<file path="config.mk">
export PLATFORM = sky130hd
export DESIGN_NAME = nmass_div
export DESIGN_NICKNAME = d
export VERILOG_FILES = /design/src/rtl/core/nmass_pkg.sv /design/src/rtl/core/nmass_div.sv
export SDC_FILE = /design/constraint.sdc
export NUM_CORES = 2
export LEC_CHECK = 0
export ABC_AREA = 1
export ABC_CLOCK_PERIOD_IN_PS = 4400
export BUFFER_PORTS_ARGS = -buffer_cell sky130_fd_sc_hd__buf_2
export CAP_MARGIN = 20
export CORE_ASPECT_RATIO = 0.75
export CORE_MARGIN = 3
export CORE_UTILIZATION = 42
export DETAILED_ROUTE_END_ITERATION = 8
export PLACE_DENSITY = 0.65
export SLEW_MARGIN = 20
export SYNTH_ARGS = -nofsm -noshare
export SYNTH_HDL_FRONTEND = slang
export SYNTH_SLANG_ARGS = --single-unit
export TNS_END_PERCENT = 100
</file>
<file path="constraint.sdc">
create_clock -name clk -period 4.4 [get_ports clk]
set_clock_uncertainty 0.15 [all_clocks]
set_input_delay 0.88 -clock clk [delete_from_list [all_inputs] [get_ports clk]]
set_output_delay 0.88 -clock clk [all_outputs]
set_load 0.05 [all_outputs]
</file>
<file path="src/rtl/core/nmass_pkg.sv">
// nmass_pkg: shared widths, constants, codes and structs of the atomic mass estimator
// also holds the elaboration-time builders for the per-mass-number constant tables
// depends on nothing
`timescale 1ns / 1ps
`default_nettype none
package nmass_pkg;

  localparam int MAX_MASS_NUMBER = 255;
  localparam int A_W             = 8;
  localparam int TAB_DEPTH       = 2 ** A_W;

  // configuration register widths and indexes
  localparam int ME_W       = 12;
  localparam int MP_W       = 21;
  localparam int MN_W       = 21;
  localparam int MD_W       = 22;
  localparam int MA_W       = 23;
  localparam int CFG_DATA_W = 23;
  localparam int CFG_IDX_W  = 3;

  localparam logic [CFG_IDX_W-1:0] CFG_ELECTRON = 3'd0;
  localparam logic [CFG_IDX_W-1:0] CFG_PROTON   = 3'd1;
  localparam logic [CFG_IDX_W-1:0] CFG_NEUTRON  = 3'd2;
  localparam logic [CFG_IDX_W-1:0] CFG_DEUTERON = 3'd3;
  localparam logic [CFG_IDX_W-1:0] CFG_ALPHA    = 3'd4;

  localparam logic [ME_W-1:0] RST_ELECTRON = 12'd511;
  localparam logic [MP_W-1:0] RST_PROTON   = 21'd938272;
  localparam logic [MN_W-1:0] RST_NEUTRON  = 21'd939565;
  localparam logic [MD_W-1:0] RST_DEUTERON = 22'd1875613;
  localparam logic [MA_W-1:0] RST_ALPHA    = 23'd3727379;

  // datapath widths, everything in keV with 16 fractional bits
  localparam int OUT_W   = 28;
  localparam int FRAC_W  = 16;
  localparam int ROOT3_W = 19;
  localparam int ROOT2_W = 21;
  localparam int SURF_W  = 36;
  localparam int PAIR_W  = 30;
  localparam int LIN_W   = 31;
  localparam int SQ_W    = 16;
  localparam int PN_W    = 29;
  localparam int PZ_W    = 30;
  localparam int VOL_W   = 22;
  localparam int NUM_W   = 58;
  localparam int DEN_W   = 19;
  localparam int QUO_W   = 40;
  localparam int SUM_W   = 49;
  localparam int DIV_STAGES = QUO_W;

  localparam logic [OUT_W-1:0] OUT_MAX = {OUT_W{1'b1}};

  localparam logic [13:0] K_VOLUME  = 14'd15670;
  localparam logic [14:0] K_SURFACE = 15'd17230;
  localparam logic [16:0] K_ASYM    = 17'd93150;
  localparam logic [25:0] K_COULOMB = 26'd45773770;
  localparam logic [13:0] K_PAIR    = 14'd12000;

  typedef enum logic [2:0] {
    KIND_INVALID,
    KIND_NEUTRON,
    KIND_HYDROGEN,
    KIND_DEUTERON,
    KIND_ALPHA,
    KIND_FORMULA
  } kind_t;

  typedef enum logic [1:0] {
    PAIR_NONE,
    PAIR_ADD,
    PAIR_SUB
  } pair_mode_t;

  typedef struct packed {
    logic [ME_W-1:0] electron;
    logic [MP_W-1:0] proton;
    logic [MN_W-1:0] neutron;
    logic [MD_W-1:0] deuteron;
    logic [MA_W-1:0] alpha;
  } cfg_t;

  // terms that ride alongside the dividers
  typedef struct packed {
    kind_t                    kind;
    pair_mode_t               pair_mode;
    logic signed [LIN_W-1:0]  lin;
    logic [SURF_W-1:0]        surf;
    logic [PAIR_W-1:0]        pair;
  } side_t;

  // A^(1/3) in Q16, floor
  function automatic logic [ROOT3_W-1:0] cbrt_q16(input int unsigned a);
    logic [63:0] x;
    logic [63:0] y;
    logic [63:0] t;
    x = 64'(a) << 48;
    y = '0;
    for (int b = 20; b >= 0; b--) begin
      t = y | (64'd1 << b);
      if (t * t * t <= x) begin
        y = t;
      end
    end
    return y[ROOT3_W-1:0];
  endfunction

  // A^(1/2) in Q16, floor
  function automatic logic [ROOT2_W-1:0] sqrt_q16(input int unsigned a);
    logic [63:0] x;
    logic [63:0] y;
    logic [63:0] t;
    x = 64'(a) << 32;
    y = '0;
    for (int b = 21; b >= 0; b--) begin
      t = y | (64'd1 << b);
      if (t * t <= x) begin
        y = t;
      end
    end
    return y[ROOT2_W-1:0];
  endfunction

  function automatic logic [SURF_W-1:0] surface_q16(input int unsigned a);
    logic [63:0] c;
    logic [63:0] v;
    c = 64'(cbrt_q16(a));
    v = (64'(K_SURFACE) * c * c + 64'd32768) >> 16;
    return v[SURF_W-1:0];
  endfunction

  // round(12000 * 2^32 / sqrt), long division bit by bit
  function automatic logic [PAIR_W-1:0] pair_q16(input int unsigned a);
    logic [63:0] s;
    logic [63:0] num;
    logic [63:0] rem;
    logic [63:0] q;
    s   = 64'(sqrt_q16(a));
    num = (64'(K_PAIR) << 32) + (s >> 1);
    rem = '0;
    q   = '0;
    for (int b = 63; b >= 0; b--) begin
      rem = {rem[62:0], num[b]};
      if (s != '0 && rem >= s) begin
        rem  = rem - s;
        q[b] = 1'b1;
      end
    end
    return q[PAIR_W-1:0];
  endfunction

endpackage
`default_nettype wire

</file>
<file path="src/rtl/core/nmass_div.sv">
// nmass_div: pipelined restoring divider, one quotient bit per stage
// quotient must fit QUO_W bits (numerator high part below the divisor); depends on nmass_pkg
`timescale 1ns / 1ps
`default_nettype none
module nmass_div (
  input  wire logic                          clk,
  input  wire logic                          adv,
  input  wire logic [nmass_pkg::NUM_W-1:0]   num,
  input  wire logic [nmass_pkg::DEN_W-1:0]   den,
  output logic [nmass_pkg::QUO_W-1:0]        quo
);

  localparam int LAST = nmass_pkg::DIV_STAGES - 1;

  logic [nmass_pkg::DEN_W-1:0] rem_r [LAST];
  logic [nmass_pkg::DEN_W-1:0] den_r [LAST];
  // low numerator bits shift out at the top while quotient bits shift in below
  logic [nmass_pkg::QUO_W-1:0] lq_r  [nmass_pkg::DIV_STAGES];

  for (genvar k = 0; k < nmass_pkg::DIV_STAGES; k++) begin : g_stage
    logic [nmass_pkg::DEN_W-1:0] rem_cur;
    logic [nmass_pkg::DEN_W-1:0] den_cur;
    logic [nmass_pkg::QUO_W-1:0] lq_cur;
    logic [nmass_pkg::DEN_W:0]   trial;
    logic [nmass_pkg::DEN_W:0]   diff;
    logic                        ge;
    logic [nmass_pkg::QUO_W-1:0] lq_nxt;

    if (k == 0) begin : g_first
      assign rem_cur = nmass_pkg::DEN_W'(num[nmass_pkg::NUM_W-1:nmass_pkg::QUO_W]);
      assign den_cur = den;
      assign lq_cur  = num[nmass_pkg::QUO_W-1:0];
    end else begin : g_next
      assign rem_cur = rem_r[k-1];
      assign den_cur = den_r[k-1];
      assign lq_cur  = lq_r[k-1];
    end

    assign trial  = {rem_cur, lq_cur[nmass_pkg::QUO_W-1]};
    assign ge     = trial >= {1'b0, den_cur};
    assign diff   = trial - {1'b0, den_cur};
    assign lq_nxt = {lq_cur[nmass_pkg::QUO_W-2:0], ge};

    always_ff @(posedge clk) begin
      if (adv) begin
        lq_r[k] <= lq_nxt;
      end
    end

    if (k < LAST) begin : g_carry
      logic [nmass_pkg::DEN_W-1:0] rem_nxt;
      assign rem_nxt = ge ? diff[nmass_pkg::DEN_W-1:0] : trial[nmass_pkg::DEN_W-1:0];
      always_ff @(posedge clk) begin
        if (adv) begin
          rem_r[k] <= rem_nxt;
          den_r[k] <= den_cur;
        end
      end
    end
  end

  assign quo = lq_r[LAST];

endmodule
`default_nettype wire

</file>
==> metrics.yaml <==
status:
  status: "complete, but fails checks"
  violations: "antenna rules"
yosys:
  synth.distinct_cells: 36
  syn_inst: 14700
  yosys-top-cells-count: "nand2_1 (4937), edfxtp_1 (3082), inv_1 (2030)"
  synth_top_area_share_pct: 61.4
  synth_seq_area_share_pct: 61.4
  synth_edf_count: 3082
  synth_area_leader_cell: "edfxtp_1"
  ys_warn_count: 0
  ys_ff_latch: 3082
  synth.most_common_cell: "nand2_1"
  synthArstFlopShare_pct: 0
  ys.flop_type: "edfxtp_1"
  synth_area_per_cell_um2: 10.2
  yosys-top-cells-area: "edfxtp_1 (61%), nand2_1 (12%), ha_1 (6.3%)"
  syn_area_mm2: 0.151
  syn_nets: 15600
routing:
  routedWlPerCell_um: 16.5
  vias: 99500
  vias_per_cell: 4.91
  totalWireLength_um: 334000
  drtAntennaViolNets: 1
  drt_iter0_markers: 10700
  post-route-drc-count: 0
  first_pass_iters: 8
clock_network:
  cts.sinks: 3082
  post_cts_buffers: 0
  clock_latency_ns: 0.96
  cts-buffers-inserted: 311
  cts_tree: "yes"
  cts-root-buf: "clkbuf_16"
  cts.path.max_buffers: 4
  htreeDepth: 5
  path_clk_slew_ns: 0.06
cells_and_area:
  area_growth_pct: 11.5
  nNetsFinal: 16100
  drive_above_1_share_pct: 5.68
  fillers: 32600
timing:
  period_needed_ns: 3.29
  fmax_mhz: 304
  period_share_pct: 74.7
  rsz0062_at_grt: "false"
  drv_slew: 0
  setup_viol: 0
  tns_ns: 0
  hold_violations: 0
  slew_headroom_pct: 28.0
  hold_ws_ns: 0.130
  worstMarginPinSlew_ns: 1.08
place:
  hpwl_um: 248000
  port-buffer-count: 118
  place_congestion: 0.917
die:
  die_h_um: 525
  ios: 119
  core_region_area_mm2: 0.355
  dieArea_mm2: 0.366
  start_util_pct: 42.4
  num_rows: 189
  die_w_um: 698
power_and_ir_drop:
  ir_drop_mv: 0.357
  finalPower_mw: 114
  p_per_area_mw_per_mm2: 676
  leakagePower_nw: 73.5
worst_setup_path:
  worstPathArrival_ns: 3.81
  cp_max_fo: 23
  endpoint_kind: "register"
  start_kind: "register"
  cp.required_ns: 4.92
  path_class: "reg2reg"
global_route:
  antenna_found_initial: 7
  overflow: 0
  grt_pass1_wl_um: 522000
  track_usage_pct: 17.8
  grt_max_degree: 120
  grt_pass1_vias: 90600
job:
  drv_cap: 0
min_path:
  hp-class: "in2reg"
per-stage QoR:
step                      worst slack (ns)  std cells  cell area (µm²)  utilization, %
final                                 1.11      20200           168000            47.3
after global routing                 0.972      20200           168000            47.3
after CTS                             1.20      20200           168000            47.3
after detailed placement             0.982      19600           158000            44.3
after global placement               0.962      19600           158000            44.3
after floorplan                       1.86      14700           151000               -
path summary, 6_finish.rpt:
path | from | end | slack, ns | depth (start not counted)
worst max-delay path | den_r[0][76] | rem_r[0][107] | 1.11 | 11
worst min-delay path | num[48] | rem_r[0][9] | 0.13 | 3
worst max register to register | den_r[0][76] | rem_r[0][107] | 1.11 | 11
worst min register to register | lq_r[4][221] | lq_r[4][262] | 0.25 | 0
power breakdown:
group / total, mW / internal (mW) / switching [mW]
logic: 43.9 / 14.6 / 29.3
registers: 43.5 / 40.0 / 3.41
clock network: 26.3 / 14.8 / 11.5
registers in the layout, indices dropped and copies added, names as in the netlist:
signal  flops
den_r     741
lq_r     1600
rem_r     741
cells by family after synthesis:
family,count (synthesis),share of synthesized area (%)
AND/OR/NAND/NOR,7437,20.5
adder cells (fa/ha/maj),799,6.82
XOR/XNOR,388,2.25
AO/OA/AOI/OAI,851,3.01
flip-flops,3082,61.4
buffers and inverters,2189,6.05
timing repair:
| action | in CTS | in global routing |
|---|---|---|
| resized for setup | 0 | 0 |
| hold endpoints to repair | 58 | 0 |
| hold buffers | 58 | 0 |
routing by layer:
layer | vias up | global-route usage (%) | share of wire [%] | routed length [µm]
met3 | 390 | 3.42 | 8.0 | 26800
met2 | 2955 | 23.6 | 39 | 129000
met1 | 46200 | 29.4 | 52 | 173000
met4 | 0 | 3.53 | 1.8 | 5860
met5 | - | 0 | 0 | 0
li1 | 49900 | - | - | -
area by class of cell:
| cell class | count | area, µm² | share of cell area (%) |
|---|---|---|---|
| Tap cell | 4775 | 5970 | 3.55 |
| Inverter | 2070 | 7860 | 4.67 |
| Sequential cell | 3082 | 92500 | 55.0 |
| Multi-Input combinational cell | 9475 | 49100 | 29.2 |
| Clock buffer | 370 | 8070 | 4.80 |
| Antenna cell | 6 | 15.0 | 0.00893 |
| Timing Repair Buffer | 287 | 2570 | 1.53 |
| Clock inverter | 180 | 1980 | 1.18 |
critical path, stage by stage (launching register included):
cell      delay, ns
edfxtp_1       0.53
ha_1           0.30
fa_1           0.43
nand3b_1       0.24
nand2_2        0.17
nand3_1        0.09
nand3_1        0.13
nand2_1        0.08
nand2_2        0.41
inv_2          0.29
nand2_1        0.13
nand2_1        0.06
placed cells by master (no fill, tap or decap), types with 10 or more instances in the layout:
| cell | count |
|---|---|
| buf_12 | 45 |
| nor2_1 | 910 |
| o21ai_1 | 42 |
| edfxtp_1 | 3082 |
| ha_1 | 760 |
| nand2_1 | 4937 |
| xnor2_1 | 114 |
| dlygate4sd3_1 | 58 |
| o21ai_0 | 219 |
| clkinv_2 | 47 |
| nor2_2 | 58 |
| nand2_4 | 33 |
| nand3b_1 | 193 |
| fa_1 | 39 |
| clkbuf_1 | 56 |
| a21oi_2 | 10 |
| a21oi_1 | 488 |
| and2_1 | 53 |
| o21a_1 | 11 |
| bufinv_16 | 26 |
| clkinv_4 | 12 |
| nand2_2 | 54 |
| buf_2 | 117 |
| inv_4 | 35 |
| clkbuf_16 | 314 |
| clkinv_1 | 51 |
| clkinvlp_4 | 16 |
| inv_1 | 2030 |
| nand4_1 | 41 |
| xor2_1 | 274 |
| o21bai_1 | 79 |
| nor3_1 | 283 |
| nand3_1 | 858 |
| buf_4 | 67 |
No activity file was read; power rests on OpenSTA's default activity.
