File: config.mk
export PLATFORM = sky130hd
export DESIGN_NAME = nmass_post
export DESIGN_NICKNAME = d
export VERILOG_FILES = /design/src/rtl/core/nmass_pkg.sv /design/src/rtl/core/nmass_post.sv
export SDC_FILE = /design/constraint.sdc
export NUM_CORES = 1
export LEC_CHECK = 0
export BUFFER_PORTS_ARGS = -buffer_cell sky130_fd_sc_hd__buf_4
export CORE_ASPECT_RATIO = 0.5
export CORE_MARGIN = 1.5
export CORE_UTILIZATION = 30
export CTS_CLUSTER_DIAMETER = 120
export DETAILED_ROUTE_END_ITERATION = 8
export MAX_ROUTING_LAYER = met4
export PLACE_DENSITY_LB_ADDON = 0.12
export SKIP_LAST_GASP = 1
export SLEW_MARGIN = 20
export SYNTH_ARGS = -nofsm -noshare
export SYNTH_HDL_FRONTEND = slang
export SYNTH_SLANG_ARGS = --single-unit
File: constraint.sdc
create_clock -name clk -period 9.15 [get_ports clk]
set_input_delay 0.915 -clock clk [delete_from_list [all_inputs] [get_ports clk]]
set_output_delay 0.915 -clock clk [all_outputs]
set_load 0.005 [all_outputs]
File: src/rtl/core/nmass_pkg.sv
// nmass_pkg: shared widths, constants, codes and structs of the atomic mass estimator
// also holds the elaboration-time builders for the per-mass-number constant tables
// depends on nothing
`timescale 1ns / 1ps
`default_nettype none
package nmass_pkg;

  localparam int MAX_MASS_NUMBER = 255;
  localparam int A_W             = 8;
  localparam int TAB_DEPTH       = 2 ** A_W;

  // configuration register widths and indexes
  localparam int ME_W       = 12;
  localparam int MP_W       = 21;
  localparam int MN_W       = 21;
  localparam int MD_W       = 22;
  localparam int MA_W       = 23;
  localparam int CFG_DATA_W = 23;
  localparam int CFG_IDX_W  = 3;

  localparam logic [CFG_IDX_W-1:0] CFG_ELECTRON = 3'd0;
  localparam logic [CFG_IDX_W-1:0] CFG_PROTON   = 3'd1;
  localparam logic [CFG_IDX_W-1:0] CFG_NEUTRON  = 3'd2;
  localparam logic [CFG_IDX_W-1:0] CFG_DEUTERON = 3'd3;
  localparam logic [CFG_IDX_W-1:0] CFG_ALPHA    = 3'd4;

  localparam logic [ME_W-1:0] RST_ELECTRON = 12'd511;
  localparam logic [MP_W-1:0] RST_PROTON   = 21'd938272;
  localparam logic [MN_W-1:0] RST_NEUTRON  = 21'd939565;
  localparam logic [MD_W-1:0] RST_DEUTERON = 22'd1875613;
  localparam logic [MA_W-1:0] RST_ALPHA    = 23'd3727379;

  // datapath widths, everything in keV with 16 fractional bits
  localparam int OUT_W   = 28;
  localparam int FRAC_W  = 16;
  localparam int ROOT3_W = 19;
  localparam int ROOT2_W = 21;
  localparam int SURF_W  = 36;
  localparam int PAIR_W  = 30;
  localparam int LIN_W   = 31;
  localparam int SQ_W    = 16;
  localparam int PN_W    = 29;
  localparam int PZ_W    = 30;
  localparam int VOL_W   = 22;
  localparam int NUM_W   = 58;
  localparam int DEN_W   = 19;
  localparam int QUO_W   = 40;
  localparam int SUM_W   = 49;
  localparam int DIV_STAGES = QUO_W;

  localparam logic [OUT_W-1:0] OUT_MAX = {OUT_W{1'b1}};

  localparam logic [13:0] K_VOLUME  = 14'd15670;
  localparam logic [14:0] K_SURFACE = 15'd17230;
  localparam logic [16:0] K_ASYM    = 17'd93150;
  localparam logic [25:0] K_COULOMB = 26'd45773770;
  localparam logic [13:0] K_PAIR    = 14'd12000;

  typedef enum logic [2:0] {
    KIND_INVALID,
    KIND_NEUTRON,
    KIND_HYDROGEN,
    KIND_DEUTERON,
    KIND_ALPHA,
    KIND_FORMULA
  } kind_t;

  typedef enum logic [1:0] {
    PAIR_NONE,
    PAIR_ADD,
    PAIR_SUB
  } pair_mode_t;

  typedef struct packed {
    logic [ME_W-1:0] electron;
    logic [MP_W-1:0] proton;
    logic [MN_W-1:0] neutron;
    logic [MD_W-1:0] deuteron;
    logic [MA_W-1:0] alpha;
  } cfg_t;

  // terms that ride alongside the dividers
  typedef struct packed {
    kind_t                    kind;
    pair_mode_t               pair_mode;
    logic signed [LIN_W-1:0]  lin;
    logic [SURF_W-1:0]        surf;
    logic [PAIR_W-1:0]        pair;
  } side_t;

  // A^(1/3) in Q16, floor
  function automatic logic [ROOT3_W-1:0] cbrt_q16(input int unsigned a);
    logic [63:0] x;
    logic [63:0] y;
    logic [63:0] t;
    x = 64'(a) << 48;
    y = '0;
    for (int b = 20; b >= 0; b--) begin
      t = y | (64'd1 << b);
      if (t * t * t <= x) begin
        y = t;
      end
    end
    return y[ROOT3_W-1:0];
  endfunction

  // A^(1/2) in Q16, floor
  function automatic logic [ROOT2_W-1:0] sqrt_q16(input int unsigned a);
    logic [63:0] x;
    logic [63:0] y;
    logic [63:0] t;
    x = 64'(a) << 32;
    y = '0;
    for (int b = 21; b >= 0; b--) begin
      t = y | (64'd1 << b);
      if (t * t <= x) begin
        y = t;
      end
    end
    return y[ROOT2_W-1:0];
  endfunction

  function automatic logic [SURF_W-1:0] surface_q16(input int unsigned a);
    logic [63:0] c;
    logic [63:0] v;
    c = 64'(cbrt_q16(a));
    v = (64'(K_SURFACE) * c * c + 64'd32768) >> 16;
    return v[SURF_W-1:0];
  endfunction

  // round(12000 * 2^32 / sqrt), long division bit by bit
  function automatic logic [PAIR_W-1:0] pair_q16(input int unsigned a);
    logic [63:0] s;
    logic [63:0] num;
    logic [63:0] rem;
    logic [63:0] q;
    s   = 64'(sqrt_q16(a));
    num = (64'(K_PAIR) << 32) + (s >> 1);
    rem = '0;
    q   = '0;
    for (int b = 63; b >= 0; b--) begin
      rem = {rem[62:0], num[b]};
      if (s != '0 && rem >= s) begin
        rem  = rem - s;
        q[b] = 1'b1;
      end
    end
    return q[PAIR_W-1:0];
  endfunction

endpackage
`default_nettype wire

File: src/rtl/core/nmass_post.sv
// nmass_post: sums the liquid-drop terms, rounds to keV, saturates and picks the
// configured mass for the light special nuclei; holds the output register; depends on nmass_pkg
`timescale 1ns / 1ps
`default_nettype none
module nmass_post (
  input  wire logic                          clk,
  input  wire logic                          rst_n,
  input  wire logic                          adv,
  input  wire logic                          d_vld,
  input  wire nmass_pkg::side_t              d_side,
  input  wire logic [nmass_pkg::QUO_W-1:0]   asym_q,
  input  wire logic [nmass_pkg::QUO_W-1:0]   coul_q,
  input  wire nmass_pkg::cfg_t               cfg,
  output logic                               out_vld,
  output logic [nmass_pkg::OUT_W-1:0]        out_mass,
  output logic                               out_ok
);

  localparam int SW = nmass_pkg::SUM_W;

  // stage 1: two partial sums
  logic [SW-1:0]    lin_q16;
  logic [SW-1:0]    pos_terms;
  logic [SW-1:0]    pair_ext;
  logic [SW-1:0]    t2_nxt;
  logic             v1_r;
  nmass_pkg::kind_t kind1_r;
  logic [SW-1:0]    t1_r;
  logic [SW-1:0]    t2_r;

  always_comb begin
    lin_q16   = {{(SW - nmass_pkg::LIN_W - nmass_pkg::FRAC_W){d_side.lin[nmass_pkg::LIN_W-1]}},
                 d_side.lin, {nmass_pkg::FRAC_W{1'b0}}};
    pos_terms = SW'(asym_q) + SW'(coul_q);
    pair_ext  = SW'(d_side.pair);
    case (d_side.pair_mode)
      nmass_pkg::PAIR_ADD: t2_nxt = pos_terms + pair_ext;
      nmass_pkg::PAIR_SUB: t2_nxt = pos_terms - pair_ext;
      default:             t2_nxt = pos_terms;
    endcase
  end

  always_ff @(posedge clk) begin
    if (!rst_n) begin
      v1_r <= 1'b0;
    end else if (adv) begin
      v1_r <= d_vld;
    end
  end

  always_ff @(posedge clk) begin
    if (adv) begin
      kind1_r <= d_side.kind;
      t1_r    <= lin_q16 + SW'(d_side.surf);
      t2_r    <= t2_nxt;
    end
  end

  // stage 2: full signed sum
  logic             v2_r;
  nmass_pkg::kind_t kind2_r;
  logic [SW-1:0]    sum2_r;

  always_ff @(posedge clk) begin
    if (!rst_n) begin
      v2_r <= 1'b0;
    end else if (adv) begin
      v2_r <= v1_r;
    end
  end

  always_ff @(posedge clk) begin
    if (adv) begin
      kind2_r <= kind1_r;
      sum2_r  <= t1_r + t2_r;
    end
  end

  // stage 3: round half up, clamp at zero and at full scale, special nuclei
  logic [SW-1:0]                  rounded;
  logic [SW-nmass_pkg::FRAC_W-1:0] kev;
  logic [nmass_pkg::OUT_W-1:0]    formula_kev;
  logic [nmass_pkg::OUT_W-1:0]    mass_nxt;
  logic                           ok_nxt;
  logic                           out_vld_r;
  logic [nmass_pkg::OUT_W-1:0]    out_mass_r;
  logic                           out_ok_r;

  always_comb begin
    rounded = sum2_r + SW'(1 << (nmass_pkg::FRAC_W - 1));
    kev     = rounded[SW-1:nmass_pkg::FRAC_W];
    if (sum2_r[SW-1]) begin
      formula_kev = '0;
    end else if (kev > (SW - nmass_pkg::FRAC_W)'(nmass_pkg::OUT_MAX)) begin
      formula_kev = nmass_pkg::OUT_MAX;
    end else begin
      formula_kev = kev[nmass_pkg::OUT_W-1:0];
    end
    ok_nxt = 1'b1;
    case (kind2_r)
      nmass_pkg::KIND_NEUTRON:  mass_nxt = nmass_pkg::OUT_W'(cfg.neutron);
      nmass_pkg::KIND_HYDROGEN: mass_nxt = nmass_pkg::OUT_W'(cfg.proton)
                                         + nmass_pkg::OUT_W'(cfg.electron);
      nmass_pkg::KIND_DEUTERON: mass_nxt = nmass_pkg::OUT_W'(cfg.deuteron)
                                         + nmass_pkg::OUT_W'(cfg.electron);
      nmass_pkg::KIND_ALPHA:    mass_nxt = nmass_pkg::OUT_W'(cfg.alpha)
                                         + nmass_pkg::OUT_W'({cfg.electron, 1'b0});
      nmass_pkg::KIND_FORMULA:  mass_nxt = formula_kev;
      default: begin
        mass_nxt = '0;
        ok_nxt   = 1'b0;
      end
    endcase
  end

  always_ff @(posedge clk) begin
    if (!rst_n) begin
      out_vld_r <= 1'b0;
    end else if (adv) begin
      out_vld_r <= v2_r;
    end
  end

  always_ff @(posedge clk) begin
    if (adv) begin
      out_mass_r <= mass_nxt;
      out_ok_r   <= ok_nxt;
    end
  end

  assign out_vld  = out_vld_r;
  assign out_mass = out_mass_r;
  assign out_ok   = out_ok_r;

endmodule
`default_nettype wire

==> impl_metrics.toml <==
[detailed_routing]
routedWlPerCell_um = 18.59
drt_first_iter_violations = 1103
first_pass_iters = 7
routed_wl_um = 59690
route.detailed.drc = 0
via_count = 16790
vias_per_cell = 5.228
ant_nets = 0

[global_routing]
grt.overflow.total = 0
grt_pass1_wl_um = 91300
gr-usage-met3 = 0.01828
grt_max_degree = 108
grtUsageMet1 = 0.2737
grt_pass1_vias = 16050
antenna_found_initial = 2
grt_use_met2 = 0.3054
grtUsageTotal = 0.1936
grt_busiest_layer = "met2"

[setup_path]
worstPathRequired_ns = 9.35
worstSetupEndpointType = "flip-flop"
max_stage_delay_ns = 0.52
cp_common_cell = "a21oi_1"
worstSetupPathType = "in -> reg"
slowest_stage = "a2111oi_1"
worstPathMaxFanout = 7
startpoint_type = "primary input"
reg2reg_depth = 12
arrival_ns = 6.48

[synth]
yosysTopAreaCell = "edfxtp_1"
synth.distinct_cells = 98
yosysSeqAreaShare = 0.2682
syn_inst = 2115
syn-cell-area_mm2 = 0.01814
postSynth.asyncResetShare = 0
synth_area_leaders = "edfxtp_1, ha_1, xnor2_1, a21oi_1, nor2_1"
ys_seq_elements = 163
synth_edf_count = 160
synth.avg_cell_area_um2 = 8.576
synth_top_area_frac = 0.2649
synthesis.nets = 2614
yosysWarnings = 0
synthFlopType = "edfxtp_1"

[timing]
setup_viol = 0
rsz0062_at_grt = "no"
hold_ws_ns = 0.4213
finalHoldViolations = 0
tightest_slew_ns = 1.094
drv_slew = 0
fin_crit_ns = 6.274
fmax_ghz = 0.1594
fin_skew_ns = 0.01610
finalSetupTns_ns = 0
fin_crit_sh = 0.6857
slew_headroom = 0.2709
setup_slack_ns = 2.876

[clocking]
cts_resized = 0
htreeDepth = 4
cts_setup_buffers = 0
ctsHoldBuffers = 0
clockBufferDepth = 2
clk_pin_slew_ns = 0.08
cts_tree = "yes"
numClockSinks = 163
clock_latency_ns = 0.45
cts-buffers-inserted = 17
clock_tree.root_cell = "clkbuf_16"

[min_path]
worstHoldPathType = "reg -> reg"
holdPathStages = 0

[finish]
n_fill_cell = 6275
final_nets = 2884
ff_latch_area_mm2 = 0.004865
syn_to_final_growth_pct = 20.59
drive_above_1_share = 0.1726
multiInputGateArea_mm2 = 0.01254

[floorplanning]
num_rows = 63
ios = 315
initial_utilization = 0.3048
die_w_um = 350.7
fp.coreArea_mm2 = 0.05951
die_area_mm2 = 0.06203
fp.dieH_um = 176.9

[placement]
pre_cts_ws_ns = 2.468
dp.final_hpwl_um = 48270
place_congestion = 0.8918
port_buffers = 314

[pwr]
ir_worst_vdd_mv = 0.1181
p_leak_nw = 9.130
power_density_mw_per_mm2 = 164.4

[job]
max-cap-violations = 0

[status]
outcome = "finished, final reports clean"
cell type report:
type / instances / area share
Clock inverter: 14 / 0.006808
Tap cell: 812 / 0.04645
Multi-Input combinational cell: 1764 / 0.5733
Inverter: 114 / 0.01957
Timing Repair Buffer: 325 / 0.1117
Sequential cell: 163 / 0.2224
Antenna cell: 1 / 0.0001144
Clock buffer: 18 / 0.01962
synthesized netlist by cell type (9+ instances only):
master    instances
a221oi_1         19
o21ai_0         113
edfxtp_1        160
o211ai_1         17
inv_1           112
xor2_1           78
a22oi_1          24
a31oi_1          24
nand3_1          58
buf_2            19
nand2b_1         29
o31ai_1          19
or3_1             9
clkbuf_1         52
nor3_1           39
nand2_1         147
a21o_1           59
and3_1           26
or2_2            14
o21a_1           28
o21bai_1         29
nand4_1          38
nor2_1          186
and4_1           13
a211oi_1         26
a21oi_1         194
nor2b_1          31
ha_1            207
mux2i_1          22
xnor2_1         116
and2_1           20
placed cells by master (no fill, tap or decap), drive strengths merged, types with 60 or more instances in the layout:
cell type and n:
a21o 60, nor2 186, edfxtp 160, o21ai 119
inv 117, nand2 147, xnor2 117, xor2 79
buf 325, a21oi 196, ha 207
final timing paths:
kind / start / to / slack, ns
worst max-delay path: asym_q[0] / t2_r[34] / 2.88
worst min-delay path: kind1_r[0] / kind2_r[0] / 0.42
worst max register to register: t2_r[15] / sum2_r[46] / 4.93
worst min register to register: kind1_r[0] / kind2_r[0] / 0.42
cells by family (layout without fill, tap and decap cells):
kind of cell             count (synthesis)  after routing  share of synthesized area
buffers and inverters                  188            471                    0.04105
AND/OR/NAND/NOR                        656            656                     0.1825
other                                    0              1                          0
flip-flops                             163            163                     0.2682
AO/OA/AOI/OAI                          670            670                     0.2458
multiplexers                            28             28                    0.01587
XOR/XNOR                               196            196                    0.09610
adder cells (fa/ha/maj)                214            214                     0.1505
per-stage QoR:
step,utilization,cell area [um2],total power [mW],instances
finish,0.3675,21870,3.595,3211
global route,0.3675,21870,3.863,3211
global placement,0.3577,21290,2.876,3178
CTS,0.3675,21870,3.617,3210
detailed placement,0.3577,21290,2.870,3178
floorplan,-,18140,2.313,2115
sequential cells by signal (all words and copies together) (netlist names):
register / cells
kind1_r: 3
sum2_r: 34
t1_r: 48
out_vld: 1
out_mass: 28
v2_r: 1
v1_r: 1
t2_r: 43
out_ok: 1
kind2_r: 3
per-layer routing:
| layer | vias to the layer above | wire (um) |
|---|---|---|
| li1 | 8450 | - |
| met1 | 7895 | 29730 |
| met2 | 414 | 26820 |
| met3 | 27 | 2628 |
| met4 | 0 | 515 |
| met5 | - | 0 |
worst max-delay path: cells and delay by family:
family | cells | cell delay [ns]
AOI/OAI and AO/OA | 11 | 2.64
and+or+nand+nor | 6 | 1.10
adders and majority gates | 3 | 0.97
muxes | 1 | 0.34
xor gates and xnor gates | 1 | 0.30
buffers and inverters | 3 | 0.21
report_power, final:
| part | internal [mW] | leakage (nW) | switching [mW] |
|---|---|---|---|
| logic | 0.744 | 7.25 | 1.03 |
| clock network | 0.385 | 0.279 | 0.344 |
| registers | 1.00 | 1.60 | 0.0939 |
| total | 2.13 | 9.13 | 1.46 |
(Power assumes the default switching activity.)
